$ cat src/gtu_pkg.sv
// Shared types, constants and calendar tables for the GPS to UTC calendar converter.
package gtu_pkg;

  typedef logic [11:0] week_t;
  typedef logic [19:0] tow_t;
  typedef logic [11:0] year_t;
  typedef logic [3:0]  month_t;
  typedef logic [4:0]  day_t;
  typedef logic [4:0]  hour_t;
  typedef logic [5:0]  minute_t;
  typedef logic [5:0]  second_t;
  typedef logic [5:0]  leap_t;
  typedef logic [16:0] sod_t;
  typedef logic [14:0] dcount_t;
  typedef logic [8:0]  doy_t;

  typedef struct packed {
    year_t  year;
    month_t month;
    day_t   day;
  } date_t;

  localparam leap_t   LEAP_OFS_RESET = 6'd18;
  localparam sod_t    SEC_PER_DAY    = 17'd86400;
  localparam tow_t    SEC_PER_WEEK   = 20'd604800;
  localparam dcount_t EPOCH_SHIFT    = 15'd5;
  localparam year_t   EPOCH_YEAR     = 12'd1980;
  localparam logic [10:0] CYCLE_DAYS = 11'd1461;
  localparam logic [8:0]  DAYS_STD   = 9'd365;

  // floor(x / 1461) = (x * CYC_RECIP) >> CYC_SHIFT for x below 2^15
  localparam logic [14:0] CYC_RECIP  = 15'd22967;
  localparam int          CYC_SHIFT  = 25;
  // floor(x / 225) for x below 5400
  localparam logic [12:0] HOUR_RECIP = 13'd4661;
  localparam int          HOUR_SHIFT = 20;
  localparam logic [11:0] SEC_PER_HOUR = 12'd3600;
  // floor(x / 15) for x below 900
  localparam logic [10:0] MIN_RECIP  = 11'd1093;
  localparam int          MIN_SHIFT  = 14;
  localparam logic [5:0]  SEC_PER_MIN = 6'd60;

  localparam month_t JANUARY  = 4'd1;
  localparam month_t DECEMBER = 4'd12;

  function automatic doy_t cum_days(input logic leap, input month_t idx);
    doy_t d;
    case (idx)
      4'd0:    d = 9'd0;
      4'd1:    d = 9'd31;
      4'd2:    d = 9'd59;
      4'd3:    d = 9'd90;
      4'd4:    d = 9'd120;
      4'd5:    d = 9'd151;
      4'd6:    d = 9'd181;
      4'd7:    d = 9'd212;
      4'd8:    d = 9'd243;
      4'd9:    d = 9'd273;
      4'd10:   d = 9'd304;
      4'd11:   d = 9'd334;
      4'd12:   d = 9'd365;
      default: d = 9'd0;
    endcase
    return d + {8'd0, (leap && (idx >= 4'd2))};
  endfunction

  function automatic day_t month_len(input logic leap, input month_t month);
    month_t m;
    doy_t   diff;
    m    = ((month >= JANUARY) && (month <= DECEMBER)) ? month : JANUARY;
    diff = cum_days(leap, m) - cum_days(leap, m - 4'd1);
    return diff[4:0];
  endfunction

endpackage

$ cat src/gtu_if.sv
// Valid/ready channel interfaces for timestamps in and calendar results out.
interface gtu_in_if import gtu_pkg::*; ();
  logic  valid;
  logic  ready;
  week_t week_num;
  tow_t  time_of_week;

  modport source(output valid, week_num, time_of_week, input ready);
  modport sink(input valid, week_num, time_of_week, output ready);
endinterface

interface gtu_out_if import gtu_pkg::*; ();
  logic    valid;
  logic    ready;
  year_t   year;
  month_t  month;
  day_t    day;
  hour_t   hour;
  minute_t minute;
  second_t second;
  logic    input_invalid;

  modport source(output valid, year, month, day, hour, minute, second, input_invalid,
                 input ready);
  modport sink(input valid, year, month, day, hour, minute, second, input_invalid,
               output ready);
endinterface

$ cat src/gtu_date.sv
// Calendar date pipeline: day count to year, month and day, with leap second borrow.
module gtu_date import gtu_pkg::*; (
  input  logic    clk,
  input  logic    en,
  input  dcount_t t_i,
  input  logic    borrow_i,
  output date_t   date_o
);

  // stage 2: reciprocal product for the 1461-day cycle
  logic [29:0] cprod_r;
  dcount_t     t2_r;

  // stage 3: year and day of year
  logic [4:0]  cyc;
  logic [10:0] rem_c;
  logic [1:0]  yic;
  logic [10:0] doy_w;
  doy_t        doy_c;
  year_t       year_c;
  year_t       year3_r;
  doy_t        doy3_r;
  logic        leap3_r;
  logic        brw3_r;

  // stage 4: month and day
  month_t      month_c;
  doy_t        day_w;
  year_t       year4_r;
  month_t      month4_r;
  day_t        day4_r;
  logic        brw4_r;

  // stage 5: borrow into previous day
  date_t       date_nxt;
  date_t       date_r;
  day_t        day_m1;

  always_ff @(posedge clk) begin
    if (en) begin
      cprod_r <= 30'(t_i) * 30'(CYC_RECIP);
      t2_r    <= t_i;
    end
  end

  always_comb begin
    cyc   = cprod_r[CYC_SHIFT+4:CYC_SHIFT];
    rem_c = 11'(t2_r - 15'(cyc) * 15'(CYCLE_DAYS));
    if (rem_c <= 11'd365) begin
      yic = 2'd0;
    end else if (rem_c <= 11'd730) begin
      yic = 2'd1;
    end else if (rem_c <= 11'd1095) begin
      yic = 2'd2;
    end else begin
      yic = 2'd3;
    end
    if (yic == 2'd0) begin
      doy_w = rem_c + 11'd1;
    end else begin
      doy_w = rem_c - 11'(yic) * 11'(DAYS_STD);
    end
    doy_c  = doy_w[8:0];
    year_c = EPOCH_YEAR + {5'd0, cyc, 2'b00} + {10'd0, yic};
  end

  always_ff @(posedge clk) begin
    if (en) begin
      year3_r <= year_c;
      doy3_r  <= doy_c;
      leap3_r <= (yic == 2'd0);
      brw3_r  <= borrow_i;
    end
  end

  always_comb begin
    month_c = JANUARY;
    for (int i = 1; i < 12; i++) begin
      if (doy3_r > cum_days(leap3_r, 4'(i))) begin
        month_c = 4'(i + 1);
      end
    end
    day_w = doy3_r - cum_days(leap3_r, month_c - 4'd1);
  end

  always_ff @(posedge clk) begin
    if (en) begin
      year4_r  <= year3_r;
      month4_r <= month_c;
      day4_r   <= day_w[4:0];
      brw4_r   <= brw3_r;
    end
  end

  always_comb begin
    date_nxt.year  = year4_r;
    date_nxt.month = month4_r;
    date_nxt.day   = day4_r;
    day_m1         = day4_r - 5'd1;
    if (brw4_r) begin
      date_nxt.day = day_m1;
      if (day_m1 == 5'd0) begin
        if (month4_r == JANUARY) begin
          date_nxt.month = DECEMBER;
          date_nxt.year  = year4_r - 12'd1;
        end else begin
          date_nxt.month = month4_r - 4'd1;
        end
        date_nxt.day = month_len(date_nxt.year[1:0] == 2'b00, date_nxt.month);
      end
    end
  end

  always_ff @(posedge clk) begin
    if (en) begin
      date_r <= date_nxt;
    end
  end

  assign date_o = date_r;

endmodule

$ cat src/gps_time_to_utc_calendar_unit.sv
// Top level: GPS week and time of week to UTC calendar date and time of day.
//
//   port      dir   handshake      carries
//   in_ch     in    valid/ready    week_num, time_of_week
//   out_ch    out   valid/ready    year, month, day, hour, minute, second, input_invalid
//   cfg_*     in    write enable   leap offset
//
// Six register stages; one item per cycle. An item accepted from in_ch passes
// through stages 1 to 5 and the output stage in order before it is shown on out_ch.
// All stages advance together; a stalled output holds the whole pipeline
// and in_ch.ready falls, so nothing is dropped or repeated.
// Reset clears the stage valid bits and loads the leap offset with 18.
module gps_time_to_utc_calendar_unit import gtu_pkg::*; (
  input  logic      clk,
  input  logic      rst_n,
  input  logic      cfg_wr_en,
  input  leap_t     cfg_wr_data,
  gtu_in_if.sink    in_ch,
  gtu_out_if.source out_ch
);

  logic en;

  leap_t leap_r;

  // stage 1
  logic [2:0] dow_c;
  tow_t       day_base;
  logic       v1_r, inv1_r;
  sod_t       sod1_r;
  dcount_t    t1_r;

  // stage 2
  logic       brw_c;
  logic       v2_r, inv2_r, brw2_r;
  sod_t       sod2_r;

  // stage 3
  logic       v3_r, inv3_r;
  logic [25:0] hprod3_r;
  sod_t       sod3_r;

  // stage 4
  hour_t      hour_c;
  logic       v4_r, inv4_r;
  hour_t      hour4_r;
  logic [11:0] rem4_r;

  // stage 5
  logic       v5_r, inv5_r;
  hour_t      hour5_r;
  logic [11:0] rem5_r;
  logic [20:0] mprod5_r;

  // output stage
  minute_t    minute_c;
  date_t      date_c;
  logic       out_valid_r, out_inv_r;
  year_t      out_year_r;
  month_t     out_month_r;
  day_t       out_day_r;
  hour_t      out_hour_r;
  minute_t    out_minute_r;
  second_t    out_second_r;

  assign en          = !out_valid_r || out_ch.ready;
  assign in_ch.ready = en;

  always_ff @(posedge clk) begin
    if (!rst_n) begin
      leap_r <= LEAP_OFS_RESET;
    end else if (cfg_wr_en) begin
      leap_r <= cfg_wr_data;
    end
  end

  always_ff @(posedge clk) begin
    if (!rst_n) begin
      v1_r        <= 1'b0;
      v2_r        <= 1'b0;
      v3_r        <= 1'b0;
      v4_r        <= 1'b0;
      v5_r        <= 1'b0;
      out_valid_r <= 1'b0;
    end else if (en) begin
      v1_r        <= in_ch.valid;
      v2_r        <= v1_r;
      v3_r        <= v2_r;
      v4_r        <= v3_r;
      v5_r        <= v4_r;
      out_valid_r <= v5_r;
    end
  end

  // stage 1: day of week, seconds of day, shifted day count
  always_comb begin
    dow_c = 3'd0;
    for (int k = 1; k < 7; k++) begin
      if (in_ch.time_of_week >= 20'(k * 86400)) begin
        dow_c = 3'(k);
      end
    end
    day_base = 20'(dow_c) * 20'(SEC_PER_DAY);
  end

  always_ff @(posedge clk) begin
    if (en) begin
      inv1_r <= (in_ch.time_of_week >= SEC_PER_WEEK);
      sod1_r <= 17'(in_ch.time_of_week - day_base);
      t1_r   <= ({in_ch.week_num, 3'b000} - {3'b000, in_ch.week_num})
                + {12'd0, dow_c} + EPOCH_SHIFT;
    end
  end

  // stage 2: leap second subtraction with day borrow
  assign brw_c = (sod1_r < {11'd0, leap_r});

  always_ff @(posedge clk) begin
    if (en) begin
      inv2_r <= inv1_r;
      brw2_r <= brw_c;
      if (brw_c) begin
        sod2_r <= 17'({1'b0, sod1_r} + {1'b0, SEC_PER_DAY} - {12'd0, leap_r});
      end else begin
        sod2_r <= sod1_r - {11'd0, leap_r};
      end
    end
  end

  // stage 3: hour product
  always_ff @(posedge clk) begin
    if (en) begin
      inv3_r   <= inv2_r;
      hprod3_r <= 26'(sod2_r[16:4]) * 26'(HOUR_RECIP);
      sod3_r   <= sod2_r;
    end
  end

  // stage 4: hour and seconds of hour
  assign hour_c = hprod3_r[HOUR_SHIFT+4:HOUR_SHIFT];

  always_ff @(posedge clk) begin
    if (en) begin
      inv4_r  <= inv3_r;
      hour4_r <= hour_c;
      rem4_r  <= 12'(sod3_r - 17'(hour_c) * 17'(SEC_PER_HOUR));
    end
  end

  // stage 5: minute product
  always_ff @(posedge clk) begin
    if (en) begin
      inv5_r   <= inv4_r;
      hour5_r  <= hour4_r;
      rem5_r   <= rem4_r;
      mprod5_r <= 21'(rem4_r[11:2]) * 21'(MIN_RECIP);
    end
  end

  gtu_date u_date (
    .clk      (clk),
    .en       (en),
    .t_i      (t1_r),
    .borrow_i (brw2_r),
    .date_o   (date_c)
  );

  // output stage
  assign minute_c = mprod5_r[MIN_SHIFT+5:MIN_SHIFT];

  always_ff @(posedge clk) begin
    if (en) begin
      out_inv_r <= inv5_r;
      if (inv5_r) begin
        out_year_r   <= '0;
        out_month_r  <= '0;
        out_day_r    <= '0;
        out_hour_r   <= '0;
        out_minute_r <= '0;
        out_second_r <= '0;
      end else begin
        out_year_r   <= date_c.year;
        out_month_r  <= date_c.month;
        out_day_r    <= date_c.day;
        out_hour_r   <= hour5_r;
        out_minute_r <= minute_c;
        out_second_r <= 6'(rem5_r - 12'(minute_c) * 12'(SEC_PER_MIN));
      end
    end
  end

  assign out_ch.valid         = out_valid_r;
  assign out_ch.year          = out_year_r;
  assign out_ch.month         = out_month_r;
  assign out_ch.day           = out_day_r;
  assign out_ch.hour          = out_hour_r;
  assign out_ch.minute        = out_minute_r;
  assign out_ch.second        = out_second_r;
  assign out_ch.input_invalid = out_inv_r;

  a_fields_in_range: assert property (@(posedge clk) disable iff (!rst_n)
    (out_valid_r && !out_inv_r) |->
      (out_month_r >= JANUARY) && (out_month_r <= DECEMBER) && (out_day_r != 5'd0) &&
      (out_hour_r < 5'd24) && (out_minute_r < 6'd60) && (out_second_r < 6'd60))
    else $error("calendar field out of range");

  a_invalid_zeroed: assert property (@(posedge clk) disable iff (!rst_n)
    (out_valid_r && out_inv_r) |->
      (out_year_r == '0) && (out_month_r == '0) && (out_day_r == '0) &&
      (out_hour_r == '0) && (out_minute_r == '0) && (out_second_r == '0))
    else $error("invalid item carries nonzero fields");

  a_feb29_leap: assert property (@(posedge clk) disable iff (!rst_n)
    (out_valid_r && !out_inv_r && (out_month_r == 4'd2) && (out_day_r == 5'd29)) |->
      (out_year_r[1:0] == 2'b00))
    else $error("29 February in a common year");

endmodule
$ cat src/flat_wrapper.sv
// flat-port wrapper written by rule: the top's interface ports become plain ports
module gps_time_to_utc_calendar_unit_flat import gtu_pkg::*;
  (clk, rst_n, cfg_wr_en, cfg_wr_data, in_ch_valid, in_ch_week_num, in_ch_time_of_week, in_ch_ready, out_ch_valid, out_ch_year, out_ch_month, out_ch_day, out_ch_hour, out_ch_minute, out_ch_second, out_ch_input_invalid, out_ch_ready);
  gtu_in_if in_ch_i ();
  gtu_out_if out_ch_i ();
  input  logic clk;
  input  logic rst_n;
  input  logic cfg_wr_en;
  input  leap_t cfg_wr_data;
  input wire logic [$bits(in_ch_i.valid)-1:0] in_ch_valid;
  input wire logic [$bits(in_ch_i.week_num)-1:0] in_ch_week_num;
  input wire logic [$bits(in_ch_i.time_of_week)-1:0] in_ch_time_of_week;
  output wire logic [$bits(in_ch_i.ready)-1:0] in_ch_ready;
  output wire logic [$bits(out_ch_i.valid)-1:0] out_ch_valid;
  output wire logic [$bits(out_ch_i.year)-1:0] out_ch_year;
  output wire logic [$bits(out_ch_i.month)-1:0] out_ch_month;
  output wire logic [$bits(out_ch_i.day)-1:0] out_ch_day;
  output wire logic [$bits(out_ch_i.hour)-1:0] out_ch_hour;
  output wire logic [$bits(out_ch_i.minute)-1:0] out_ch_minute;
  output wire logic [$bits(out_ch_i.second)-1:0] out_ch_second;
  output wire logic [$bits(out_ch_i.input_invalid)-1:0] out_ch_input_invalid;
  input wire logic [$bits(out_ch_i.ready)-1:0] out_ch_ready;
  assign in_ch_i.valid = in_ch_valid;
  assign in_ch_i.week_num = in_ch_week_num;
  assign in_ch_i.time_of_week = in_ch_time_of_week;
  assign in_ch_ready = in_ch_i.ready;
  assign out_ch_valid = out_ch_i.valid;
  assign out_ch_year = out_ch_i.year;
  assign out_ch_month = out_ch_i.month;
  assign out_ch_day = out_ch_i.day;
  assign out_ch_hour = out_ch_i.hour;
  assign out_ch_minute = out_ch_i.minute;
  assign out_ch_second = out_ch_i.second;
  assign out_ch_input_invalid = out_ch_i.input_invalid;
  assign out_ch_i.ready = out_ch_ready;
  gps_time_to_utc_calendar_unit u_core (.clk(clk), .rst_n(rst_n), .cfg_wr_en(cfg_wr_en), .cfg_wr_data(cfg_wr_data), .in_ch(in_ch_i), .out_ch(out_ch_i));
endmodule
$ cat config.mk
export PLATFORM = sky130hd
export DESIGN_NAME = gps_time_to_utc_calendar_unit_flat
export DESIGN_NICKNAME = d
export VERILOG_FILES = /design/src/gtu_pkg.sv /design/src/gtu_if.sv /design/src/gtu_date.sv /design/src/gps_time_to_utc_calendar_unit.sv /design/src/flat_wrapper.sv
export SDC_FILE = /design/constraint.sdc
export NUM_CORES = 1
export LEC_CHECK = 0
export ABC_AREA = 0
export BUFFER_PORTS_ARGS = -buffer_cell sky130_fd_sc_hd__buf_2
export CORE_MARGIN = 3
export CORE_UTILIZATION = 45
export CTS_CLUSTER_DIAMETER = 40
export DETAILED_ROUTE_END_ITERATION = 10
export SLEW_MARGIN = 20
export SYNTH_ARGS = -nofsm -noshare
export SYNTH_HDL_FRONTEND = slang
export SYNTH_HIERARCHICAL = 1
export SYNTH_SLANG_ARGS = --single-unit
$ cat constraint.sdc
create_clock -name clk -period 7.5 [get_ports clk]
set_clock_uncertainty 0.2 [all_clocks]
set_input_delay 0.375 -clock clk [delete_from_list [all_inputs] [get_ports clk]]
set_output_delay 0.375 -clock clk [all_outputs]
set_load 0.02 [all_outputs]
# Yosys cells after proc, flatten, opt, wreduce, memory -nomap -nowiden
# Memory sizes are Yosys's and may differ from the RTL's.
# Index checks and enable logic that the tools add are counted.
# word_totals
memories,3
input_bits,43
romBits,432
wordCells,160
regBits,298
# classes
n_mux,35
n_lt_le_gt_ge,27
multipliers,8
addsub,34
n_reduce_logical,9
eq_ne,1
# memory_table
name,depth,word_bits,read_ports,rd_clocked_by_memory_dff,wr,line,rtl
(no name shown),16,9,1,0,0,gtu_pkg.sv:48,case (idx)
(no name shown),16,9,1,0,0,gtu_pkg.sv:48,
(no name shown),16,9,1,0,0,gtu_pkg.sv:48,
# op_table
op,n
$gt A9 B9 Y1,7
$ge A20 B19 Y1 const B,3
$mux W4,14
$mux W21,2
$ge A20 B18 Y1 const B,2
$add A8 B1 Y9 const A,4
$mux W12,3
$sub A17 B6 Y17,2
$mul A15 B15 Y30 const B,1
$add A9 B1 Y9 const A,3
$mul A13 B13 Y25 const B,1
$ge A20 B17 Y1 const B,1
$ge A20 B20 Y1 const B,1
$mul A10 B11 Y20 const B,1
$mux W5,4
$gt A9 B8 Y1,2
$add A17 B17 Y17 const B,1
$lt A17 B6 Y1,1
$mux W17,1
$sub A17 B17 Y17,1
$add A7 B1 Y8 const A,2
$add A15 B3 Y15,1
$add A15 B3 Y15 const B,1
$add A5 B1 Y5,3
other kinds (36),52

# Depth between registers and ports, before layout
# depth
ltp_word,17
ltp_mapped,29
mapped_depth_nobuf,28

# Cells and area by module
# Netlist, hierarchy kept.
# by_module_without_submodules
module,seq_area_each_um2,instances,area_per_inst_um2,cells_per_inst
gps_time_to_utc_calendar_unit,4594.4,1,11715.0,1019
gtu_date,2462.4,1,10985.5,1080

# Least setup slack after synthesis
# OpenSTA, ideal clock, no wires.
# synth_timing
path_type,input -> register
start,input port out_ch_ready
end,register u_core.out_valid_r (netlist: u_core/out_ch.valid)
required_ns,6.852
slack_ns,-0.739
path_buffers,1
arrival_time_ns,7.591
setup_time_ns,0.448
path_stages,3
cell_sequence,nand2b_1 > clkbuf_1 > a21boi_0
# synth_via
elab_chain_cells,1
# synth_lines
item,line,rtl
from (decl),flat_wrapper.sv:22,input wire logic [$bits(out_ch_i.ready)-1:0] out_ch_ready;
$logic_or A1 B1 Y1,gps_time_to_utc_calendar_unit.sv:66,assign en = !out_valid_r || out_ch.ready;
net in_ch_ready,flat_wrapper.sv:13,output wire logic [$bits(in_ch_i.ready)-1:0] in_ch_ready;
to (signal assigned),gps_time_to_utc_calendar_unit.sv:91,out_valid_r <= v5_r;
to (decl),gps_time_to_utc_calendar_unit.sv:58,"logic out_valid_r, out_inv_r;"
# The timed path passes the listed nets, and every way through them passes these cells.
# A chain may end at the register's enable or synchronous reset.

# Worst setup path after layout
# layout_timing
start,register u_core.u_date.cprod_r[26]
end,register u_core.u_date.doy3_r[8] (data pin)
# layout_via
elab_chain_cells,9
# layout_lines
item,line,rtl
from (decl),gtu_date.sv:11,logic [29:0] cprod_r;
from (signal assigned),gtu_date.sv:41,cprod_r <= 30'(t_i) * 30'(CYC_RECIP);
$mul A5 B11 Y11 *,gtu_date.sv:48,rem_c = 11'(t2_r - 15'(cyc) * 15'(CYCLE_DAYS));
$sub A11 B11 Y11 *,gtu_date.sv:48,
$le A11 B11 Y1,gtu_date.sv:53,end else if (rem_c <= 11'd1095) begin
$mux W1,gtu_date.sv:53,
$mux W2,gtu_date.sv:51,end else if (rem_c <= 11'd730) begin
$mux W2,gtu_date.sv:49,if (rem_c <= 11'd365) begin
$mul A2 B9 Y9,gtu_date.sv:61,doy_w = rem_c - 11'(yic) * 11'(DAYS_STD);
$sub A9 B9 Y9,gtu_date.sv:61,
$mux W9 *,gtu_date.sv:58,if (yic == 2'd0) begin
net u_core.u_date.doy_w[8],gtu_date.sv:18,logic [10:0] doy_w;
to (signal assigned),gtu_date.sv:70,doy3_r <= doy_c;
to (decl),gtu_date.sv:22,doy_t doy3_r;
# The timed path passes the listed nets; every way through them passes the cells marked *.

==> impl_summary.log <==
INFO  metric grt_antenna_before_repair = 0
INFO  metric outcome = finished clean
INFO  metric reg2reg_to = u_core/u_date/doy3_r[8]
INFO  metric grt_pass1_wl = between 70000 and 80000 µm
INFO  metric syn2layout_area_growth = 13.12%
INFO  metric count_of_distinct_cell_types_in_the_synthesized_netlist = between 90 and 100
INFO  metric worst_ep_arrival_time = ~7.1 ns
INFO  metric rsz0062_at_grt = no
INFO  metric clock_sink_count = 239
INFO  metric setup_tns = 0 ns
INFO  metric rows = 81
INFO  metric detail_route.drc_violations = 0
INFO  metric fp.dieW = between 200 and 250 µm
INFO  metric edff_count_synth = 227
INFO  metric finalCritPeriodShare = 0.9273
INFO  metric worst-endpoint-required = approximately 7.6 ns
INFO  metric timing_worst_setup_path_type = reg -> reg
INFO  metric layout_min_cycle_time = 6.955 ns
INFO  metric asyncSetResetFlopFracSynth = 0
INFO  metric worstHoldPathType = in -> reg
INFO  metric antenna_cells = 0
INFO  metric reg2reg_from = u_core/u_date/cprod_r[26]
INFO  metric num_vias = around 15k
INFO  metric wire_per_inst = about 14 µm
INFO  metric worstHoldStart = in_ch_time_of_week[18]
INFO  metric last_weighted_congestion_value_of_the_routability_driven_placer = 0.8435
INFO  metric drv_slew = 0
INFO  metric total_of_warnings_raised_by_yosys = 6
INFO  metric worst_reg2reg_path_length_in_cells = 27
INFO  metric timing.reg2reg.setup_slack = between 0.5 and 0.6 ns
INFO  metric floorplan.initialDensity = 0.4599
INFO  metric ys_ff_latch = about 240
INFO  metric min_delay_worst_endpoint = u_core/inv1_r
INFO  metric io_pins = 84
INFO  metric number_of_buffers_on_the_longest_clock_path = 3
INFO  metric clk_root_buffer_cell = sky130_fd_sc_hd__clkbuf_16
INFO  metric postSynthAreaPerCell = between 10 and 15 µm²
INFO  metric global_route.usage.total = 0.1627
INFO  metric grt_pass1_vias = about 15k
INFO  metric final-hold-violation-count = 0
INFO  metric netlist_instances = around 2.1k
INFO  metric synth_sequential_area_ratio = 0.3109
INFO  metric clock_latency = about 0.57 ns
INFO  metric hold_path_depth = 2
INFO  metric critical_path_peak_fanout = 6
INFO  metric nNetsFinal = approximately 2.9k
INFO  metric ys_dominant_reg_cell = sky130_fd_sc_hd__edfxtp_1
INFO  metric yosys-top-cells-area = sky130_fd_sc_hd__edfxtp_1 (30%), sky130_fd_sc_hd__ha_1 (23%), sky130_fd_sc_hd__fa_1 (14%)
INFO  metric detailedRoute.firstIterationViolations = ~600
INFO  metric max_freq = around 140 MHz
INFO  metric globalRoute.totalOverflow = 0
INFO  metric post_route_cells_drive_above_1_share = 0.09467
INFO  metric synth_nets = about 2.7k
INFO  metric worst_hold_slack = 0.05623 ns
INFO  metric cts_inserted_buffers = 45
INFO  metric synth_top_area_share = 0.3003
INFO  metric io_buffer_count = between 80 and 90
INFO  metric fp.coreArea = slightly below 0.05 mm²
INFO  metric route.antenna.remaining_nets = 0
INFO  metric final_setup_violation_count = 0
INFO  metric dp_hpwl = ~33000 µm
INFO  metric route.detailed.vias_per_inst = between 4 and 5
INFO  metric fp.dieArea = between 0.05 and 0.06 mm²
INFO  metric nature_of_the_critical_path_startpoint = flip-flop
INFO  metric clock_transition_at_path_regs = ~0.05 ns
INFO  metric wl_final = 41370 µm
INFO  metric yosys.area.top_type = sky130_fd_sc_hd__edfxtp_1
INFO  metric detail_route.first_pass.iterations = 5
INFO  metric die_h = between 200 and 250 µm
INFO  metric crit_path_end_kind = flip-flop
INFO  metric slew_headroom = 0.4676
INFO  metric largest_net_degree_at_the_start_of_global_routing = 144
INFO  metric maximum_capacitance_violations = 0
INFO  metric clock_tree_from_tritoncts = yes
INFO  metric netlist_area = between 0.02 and 0.025 mm²
INFO  metric post-cts-setup-buffer-count = 0
INFO  metric worst_slew_pin_slew = between 0.7 and 0.8 ns
INFO  metric cts_htree_levels = 2
==> sequential cells by signal (all words and copies together), names as in the netlist, 7 cells and up <==
name,count
u_core/u_date/year4_r,12
u_core/u_date/date_o,21
u_core/rem4_r,12
u_core/u_date/year3_r,12
u_core/hprod3_r,7
u_core/u_date/doy3_r,9
u_core/t1_r,15
u_core/sod1_r,17
u_core/u_date/t2_r,10
u_core/sod2_r,17
u_core/out_ch.year,12
u_core/sod3_r,10
==> placed cells by master, fill, tap and decap left out, types with 47 or more instances in the layout <==
cell type	count
sky130_fd_sc_hd__nor2_1	84
sky130_fd_sc_hd__a21oi_1	90
sky130_fd_sc_hd__clkbuf_16	47
sky130_fd_sc_hd__ha_1	415
sky130_fd_sc_hd__inv_1	442
sky130_fd_sc_hd__nand2_1	74
sky130_fd_sc_hd__buf_2	83
sky130_fd_sc_hd__fa_1	163
sky130_fd_sc_hd__edfxtp_1	227
sky130_fd_sc_hd__nor2b_1	57
sky130_fd_sc_hd__o21ai_0	52
sky130_fd_sc_hd__xnor2_1	88
==> worst max-delay path, cell delays in order, from the launching register on <==
cell and delay (ns):
sky130_fd_sc_hd__edfxtp_1 0.47, sky130_fd_sc_hd__inv_1 0.15, sky130_fd_sc_hd__fa_1 0.53, sky130_fd_sc_hd__inv_1 0.05, sky130_fd_sc_hd__fa_1 0.47, sky130_fd_sc_hd__fa_1 0.54
sky130_fd_sc_hd__inv_1 0.04, sky130_fd_sc_hd__ha_1 0.34, sky130_fd_sc_hd__a21oi_1 0.14, sky130_fd_sc_hd__o211ai_1 0.18, sky130_fd_sc_hd__a21o_1 0.22, sky130_fd_sc_hd__a21oi_1 0.25
sky130_fd_sc_hd__xor2_1 0.25, sky130_fd_sc_hd__a21boi_1 0.17, sky130_fd_sc_hd__nor2_2 0.25, sky130_fd_sc_hd__inv_1 0.18, sky130_fd_sc_hd__fa_1 0.54, sky130_fd_sc_hd__inv_1 0.04
sky130_fd_sc_hd__ha_1 0.29, sky130_fd_sc_hd__a21oi_1 0.21, sky130_fd_sc_hd__o21bai_1 0.09, sky130_fd_sc_hd__a21oi_1 0.25, sky130_fd_sc_hd__o21bai_1 0.09, sky130_fd_sc_hd__a21oi_1 0.18
sky130_fd_sc_hd__xor2_1 0.19, sky130_fd_sc_hd__xnor2_1 0.15, sky130_fd_sc_hd__o21ai_2 0.07, sky130_fd_sc_hd__xnor2_1 0.15
==> through the flow <==
step / setup WS, ns / util / area [µm²] / cells
final: 0.5453 / 0.5203 / 25680 / 2935
after floorplan: 0.9014 / - / 22700 / 2099
after CTS: 0.3601 / 0.5202 / 25680 / 2935
after detailed placement: 0.3985 / 0.4835 / 23860 / 2827
after global routing: 0.007346 / 0.5203 / 25680 / 2935
after global placement: 0.5013 / 0.4835 / 23860 / 2827
==> kinds of logic (layout without fill, tap and decap cells) <==
logic type      Yosys count  after routing  share of synthesized area
compound gates          319            319                    0.09817
fa+ha+maj               578            578                     0.3725
buf+inv                 468            640                    0.07981
flops                   239            239                     0.3109
simple gates            352            352                    0.08152
mux                      14             14                   0.006449
xor+xnor                129            129                    0.05071
==> cell usage after synthesis, types with 3 or more instances <==
cell type                  number
sky130_fd_sc_hd__inv_1        442
sky130_fd_sc_hd__o221ai_1       3
sky130_fd_sc_hd__a211oi_2       4
sky130_fd_sc_hd__nor3_2         3
sky130_fd_sc_hd__nand3b_1       6
sky130_fd_sc_hd__a21oi_1       90
sky130_fd_sc_hd__mux2i_1       11
sky130_fd_sc_hd__o22ai_1        3
sky130_fd_sc_hd__xor2_1        39
sky130_fd_sc_hd__a311o_1        3
sky130_fd_sc_hd__edfxtp_1     227
sky130_fd_sc_hd__and3_1         3
sky130_fd_sc_hd__fa_1         163
sky130_fd_sc_hd__o31a_1         5
sky130_fd_sc_hd__o211ai_1      10
sky130_fd_sc_hd__buf_6          3
sky130_fd_sc_hd__nor2_1        85
sky130_fd_sc_hd__nand2_1       74
sky130_fd_sc_hd__nor3b_1        3
sky130_fd_sc_hd__or2_2          5
sky130_fd_sc_hd__a21o_1        27
sky130_fd_sc_hd__o21bai_1      10
sky130_fd_sc_hd__clkbuf_1      18
sky130_fd_sc_hd__xnor2_1       88
sky130_fd_sc_hd__ha_1         415
sky130_fd_sc_hd__nor4_1         6
sky130_fd_sc_hd__and2_1         4
sky130_fd_sc_hd__o21a_1        16
sky130_fd_sc_hd__o31ai_1        9
sky130_fd_sc_hd__buf_2          3
sky130_fd_sc_hd__o21ai_1        6
sky130_fd_sc_hd__nand3_1       27
sky130_fd_sc_hd__nor3_1        18
sky130_fd_sc_hd__a211oi_1       7
sky130_fd_sc_hd__a41o_1         4
sky130_fd_sc_hd__a21boi_1       3
sky130_fd_sc_hd__dfxtp_1       12
sky130_fd_sc_hd__o21ai_0       52
sky130_fd_sc_hd__nor2b_1       57
sky130_fd_sc_hd__a31oi_1       16
sky130_fd_sc_hd__a21boi_0       7
sky130_fd_sc_hd__nand2b_1      23
sky130_fd_sc_hd__nand4_1       11
sky130_fd_sc_hd__a311oi_1       4
==> metal layers <==
| metal | part of all wire | GRT usage |
|---|---|---|
| met5 | 0 | 0 |
| met4 | 0.022 | 0.04774 |
| met3 | 0.033 | 0.02480 |
| met2 | 0.48 | 0.2803 |
| met1 | 0.47 | 0.2125 |
==> timing repair <==
item | 4_1_cts | 5_1_grt
hold buffers | 25 | 0
endpoints found under the setup margin | 0 | 1
hold endpoints to repair | 21 | 0
gates resized for setup | 0 | 1
==> layout make-up <==
type | count | area, µm²
Tap cell | 664 | 830.8
Clock inverter | 32 | 362.8
Inverter | 443 | 1663
Fill cell | 4431 | 23680
Timing Repair Buffer | 114 | 723.2
Clock buffer | 51 | 1201
Multi-Input combinational cell | 1392 | 13840
Sequential cell | 239 | 7057
==> worst max path at each step <==
stage,startpoint,endpoint,slack (ns),depth (start not counted)
2_1_floorplan,u_core/u_date/cprod_r[25],u_core/u_date/doy3_r[8],0.90,27
3_3_place_gp,u_core/u_date/cprod_r[26],u_core/u_date/doy3_r[8],0.50,27
3_5_place_dp,u_core/u_date/cprod_r[26],u_core/u_date/doy3_r[8],0.40,27
4_1_cts,u_core/u_date/cprod_r[26],u_core/u_date/doy3_r[8],0.36,27
5_1_grt,u_core/u_date/cprod_r[26],u_core/u_date/doy3_r[8],0.007,27
6_report,u_core/u_date/cprod_r[26],u_core/u_date/doy3_r[8],0.55,27
Power is left out: the tool's default activity adds up to more than one toggle a clock period on the data nets, which glitch-free logic cannot reach.
